--- src/rtl/psalu_pkg.sv ---
`default_nettype none
// ----------------------------------------------------------------------------
// Packed SIMD ALU package
// Shared constants, operation and lane codes, state and control types.
// ----------------------------------------------------------------------------
package psalu_pkg;

    localparam int VREG_COUNT  = 16;
    localparam int VREG_IDX_W  = $clog2(VREG_COUNT);
    localparam int INDEX_W     = 8;
    localparam int OP_W        = 4;
    localparam int LANE_CODE_W = 2;
    localparam int HALF_W      = 64;
    localparam int VEC_W       = 2 * HALF_W;
    localparam int BYTE_COUNT  = VEC_W / 8;
    localparam int BYTE_IDX_W  = $clog2(BYTE_COUNT);
    localparam int BIT_IDX_W   = $clog2(VEC_W);
    localparam int EXT_W       = BYTE_COUNT * 9;
    localparam int MUL_CNT_W   = 7;

    typedef logic [VEC_W-1:0] vec_t;

    typedef enum logic [OP_W-1:0] {
        OP_LOAD = 4'd0,
        OP_READ = 4'd1,
        OP_MOVE = 4'd2,
        OP_ADD  = 4'd3,
        OP_SUB  = 4'd4,
        OP_MUL  = 4'd5,
        OP_AND  = 4'd6,
        OP_OR   = 4'd7,
        OP_XOR  = 4'd8
    } op_t;

    typedef enum logic [LANE_CODE_W-1:0] {
        LANE_8  = 2'd0,
        LANE_16 = 2'd1,
        LANE_32 = 2'd2,
        LANE_64 = 2'd3
    } lane_t;

    typedef enum logic [1:0] {
        S_IDLE,
        S_EXEC,
        S_MUL
    } state_t;

    typedef struct packed {
        logic take;
        logic mul_load;
        logic mul_step;
        logic finish;
    } psalu_cmd_t;

    typedef struct packed {
        logic mul_op;
        logic mul_done;
        logic out_stall;
    } psalu_sts_t;

endpackage
`default_nettype wire

--- src/rtl/psalu_ctrl.sv ---
`default_nettype none
// ----------------------------------------------------------------------------
// Packed SIMD ALU controller
// Sequences accept, execute, multiply steps and result hand-off.
// ----------------------------------------------------------------------------
module psalu_ctrl
    import psalu_pkg::*;
(
    input  wire logic       clk,
    input  wire logic       rst_n,
    input  wire logic       in_valid,
    output logic            in_ready,
    input  wire psalu_sts_t sts,
    output psalu_cmd_t      cmd
);

    state_t state_reg;
    state_t state_next;

    always_ff @(posedge clk or negedge rst_n)
    begin
        if (!rst_n)
        begin
            state_reg <= S_IDLE;
        end
        else
        begin
            state_reg <= state_next;
        end
    end

    always_comb
    begin
        state_next = state_reg;
        case (state_reg)
            S_IDLE:
            begin
                if (in_valid)
                begin
                    state_next = S_EXEC;
                end
            end
            S_EXEC:
            begin
                if (sts.mul_op)
                begin
                    state_next = S_MUL;
                end
                else if (!sts.out_stall)
                begin
                    state_next = S_IDLE;
                end
            end
            S_MUL:
            begin
                if (sts.mul_done && !sts.out_stall)
                begin
                    state_next = S_IDLE;
                end
            end
            default:
            begin
                state_next = S_IDLE;
            end
        endcase
    end

    always_comb
    begin
        in_ready     = 1'b0;
        cmd          = '0;
        case (state_reg)
            S_IDLE:
            begin
                in_ready = 1'b1;
                cmd.take = in_valid;
            end
            S_EXEC:
            begin
                if (sts.mul_op)
                begin
                    cmd.mul_load = 1'b1;
                end
                else
                begin
                    cmd.finish = !sts.out_stall;
                end
            end
            S_MUL:
            begin
                if (!sts.mul_done)
                begin
                    cmd.mul_step = 1'b1;
                end
                else
                begin
                    cmd.finish = !sts.out_stall;
                end
            end
            default:
            begin
                cmd = '0;
            end
        endcase
    end

endmodule
`default_nettype wire

--- config.mk ---
export PLATFORM = sky130hd
export DESIGN_NAME = psalu_ctrl
export DESIGN_NICKNAME = d
export VERILOG_FILES = /design/src/rtl/psalu_pkg.sv /design/src/rtl/psalu_ctrl.sv
export SDC_FILE = /design/constraint.sdc
export NUM_CORES = 1
export LEC_CHECK = 0
export BUFFER_PORTS_ARGS = -buffer_cell sky130_fd_sc_hd__buf_2
export CAP_MARGIN = 40
export CORE_AREA = 2 2 39 41
export CTS_CLUSTER_SIZE = 25
export DETAILED_ROUTE_END_ITERATION = 10
export DIE_AREA = 0 0 41 43
export SYNTH_ARGS = -nofsm -noshare
export SYNTH_HDL_FRONTEND = slang
export SYNTH_SLANG_ARGS = --single-unit
export TNS_END_PERCENT = 50
--- constraint.sdc ---
create_clock -name clk -period 1.2 [get_ports clk]
set_input_delay 0.06 -clock clk [delete_from_list [all_inputs] [get_ports clk]]
set_output_delay 0.06 -clock clk [all_outputs]
set_load 0.02 [all_outputs]
==> impl_metrics.ini <==
[global_routing]
grt_max_degree = 4
grt_pass1_vias = 241
grt_util_all_layers = 0.0852
grt_overflow_total = 0
grt_pass1_wl_microns = 903
antenna_found_initial = 0

[pwr]
p_clk_frac = 0.156
switchingPower_w = 0.000374
switching_share = 0.375
p_seq_frac = 0.149
comb_power_share = 0.696
internal-power_w = 0.000624
leakage_nw = 0.214
powerDensity_nw_per_um2 = 2120
ir_drop_uv = 591

[sta]
tightest_slew_ns = 0.156
finalSetupViolations = 7
finalCritPeriodShare = 1.19
slew_viol_final = 0
clock-skew-final_ns = 0.00782
timing.final.ws_setup_ns = -0.224
slew_headroom = 0.895
fin_crit_ns = 1.42
fmax_mhz = 702
hold_viol_final = 0
rsz0062_at_grt = yes
setup_tns_ns = -0.935

[finish]
final_common_cell = buf_6
most-common-layout-cells = buf_6 (7), buf_2 (5), buf_4 (5), ha_4 (3), clkbuf_4 (3)
area_growth_syn_to_layout_pct = 129
drive_gt1_frac = 0.905
fin_nets = 53
stdcell_area_sq_um = 470
diodes = 0
largest_register_ffs = 2

[yosys]
postSynthAreaPerCell_sq_um = 9.77
ys_ff_latch = 2
synth_cell_type_count = 13
synth.net_count = 30
syn_area_sq_um = 205
seq_area_frac_synth = 0.244
syn_inst = 21
synth_warnings = 0

[worst_setup_path]
r2r_cells = 6
arrival_ns = 1.36
critPathMaxStageDelay_ns = 0.43
crit-reg2reg-launch = state_reg[1]$_DFFE_PN0P_
critPathKind = flop to output pin
reg2reg_slack_ns = -0.19
cp_cell_sequence = inv_2, ha_4, nor2b_4, a21oi_2, nor3b_2, buf_4
cp.required_ns = 1.14
critPathLaunchType = flop
cp_max_fo = 3
crit_path_end_kind = output pin
r2r_end = state_reg[1]$_DFFE_PN0P_
cp_slowest_cell = dfrtp_2

[route]
drc = 0
drtAntennaViolNets = 0
viasPerCell = 4.00
drt-wirelength-per-cell_microns = 9.33
drt_first_pass_iters = 2
wl_microns = 541
dr_total_vias = 232
drt_iter0_drc = 2

[status]
outcome = complete, but fails checks
violations = setup timing

[floorplanning]
ioPinCount = 11
die_w_microns = 41
dieArea_sq_um = 1760
start_util = 0.148
die_y_microns = 43
core-area_sq_um = 1380
num_rows = 14

[cts]
numCtsBuffers = 3
clock_latency_ns = 0.23
cts_buffer_depth = 2
ctsRootBufferMaster = clkbuf_4
cts_htree_levels = 1
clock-sinks = 2
cts_tree = built
clk_pin_slew_worst_paths_ns = 0.03

[place]
pre_cts_ws_ns = -0.154
port_buffers = 10
hpwl_microns = 420
post_dp_cell_area_sq_um = 333
place_congestion = 0.689

[run]
maxCapViolations = 0

[worst_hold_path]
hold_path.class = primary input to asynchronous set/reset pin
## power groups by stage
stage          Sequential (W)  Clock (W)  Combinational (W)
2_1_floorplan        0.000117          0           0.000337
3_3_place_gp         0.000125          0           0.000471
3_5_place_dp         0.000127          0           0.000477
4_1_cts              0.000136   0.000164           0.000686
5_1_grt              0.000152   0.000173           0.000751
6_report             0.000148   0.000156           0.000695
## cells by family after synthesis
group / Yosys count / synth area share
buffers and inverters: 4 / 0.0731
AO/OA/AOI/OAI: 4 / 0.183
adder cells (fa/ha/maj): 3 / 0.183
multiplexers: 1 / 0.0731
AND/OR/NAND/NOR: 7 / 0.244
flip-flops: 2 / 0.244
## final cells by class
| type | count | area, sq um |
|---|---|---|
| Sequential cell | 2 | 52.6 |
| Multi-Input combinational cell | 15 | 206 |
| Clock buffer | 3 | 22.5 |
| Inverter | 4 | 17.5 |
| Timing Repair Buffer | 18 | 151 |
| Fill cell | 145 | 913 |
| Tap cell | 16 | 20.0 |
## critical path, delay by kind of cell, from the launching register on
kind | cells | cell delay (ns)
AO/OA/AOI/OAI | 1 | 0.04
adder cells (fa/ha/maj) | 1 | 0.14
buffers and inverters | 2 | 0.26
flip-flops | 1 | 0.43
AND/OR/NAND/NOR | 2 | 0.27
## routing by layer
layer	vias up	wire [microns]	track usage
met1	106	201	0.0863
li1	115	-	-
met2	9	285	0.116
met4	0	22	0.100
met3	2	31	0.0314
met5	-	0	0
## repair_timing
item | in CTS | in global routing
setup buffers | 2 | 0
endpoints found under the hold margin | 2 | 0
gates resized for setup | 20 | 4
pin swaps | 2 | 2
hold buffers | 1 | 0
setup endpoints to repair | 7 | 7
## Yosys cell counts, drive strengths merged
master,count,area share
a21oi,1,0.024
a41oi,2,0.085
and2,2,0.061
dfrtp,2,0.24
ha,3,0.18
inv,4,0.073
mux2,1,0.073
nand2,1,0.018
nand2b,1,0.043
nand3b,1,0.055
nor2b,1,0.031
nor3b,1,0.037
o2111ai,1,0.073
## worst max-delay path by stage
stage                               end  slack [ns]  depth (start not counted)                startpoint
2_1_floorplan  state_reg[1]$_DFFE_PN0P_       -0.08                          5  state_reg[1]$_DFFE_PN0P_
3_3_place_gp   state_reg[1]$_DFFE_PN0P_       -0.13                          5  state_reg[1]$_DFFE_PN0P_
3_5_place_dp   state_reg[0]$_DFFE_PN0P_       -0.15                          6  state_reg[1]$_DFFE_PN0P_
4_1_cts                          cmd[0]       -0.25                          5  state_reg[1]$_DFFE_PN0P_
5_1_grt                          cmd[0]       -0.30                          6  state_reg[1]$_DFFE_PN0P_
6_report                         cmd[0]       -0.22                          6  state_reg[1]$_DFFE_PN0P_
## metrics by stage
step | std cells | util | hold slack, ns | power (W)
5_1_grt | 58 | 0.340 | 0.160 | 0.00108
3_3_place_gp | 52 | 0.241 | -0.154 | 0.000596
4_1_cts | 58 | 0.333 | 0.130 | 0.000987
6_report | 58 | 0.340 | 0.137 | 0.000998
3_5_place_dp | 52 | 0.241 | -0.153 | 0.000604
2_1_floorplan | 21 | - | -0.236 | 0.000454
No activity file was read; power rests on OpenSTA's default activity.
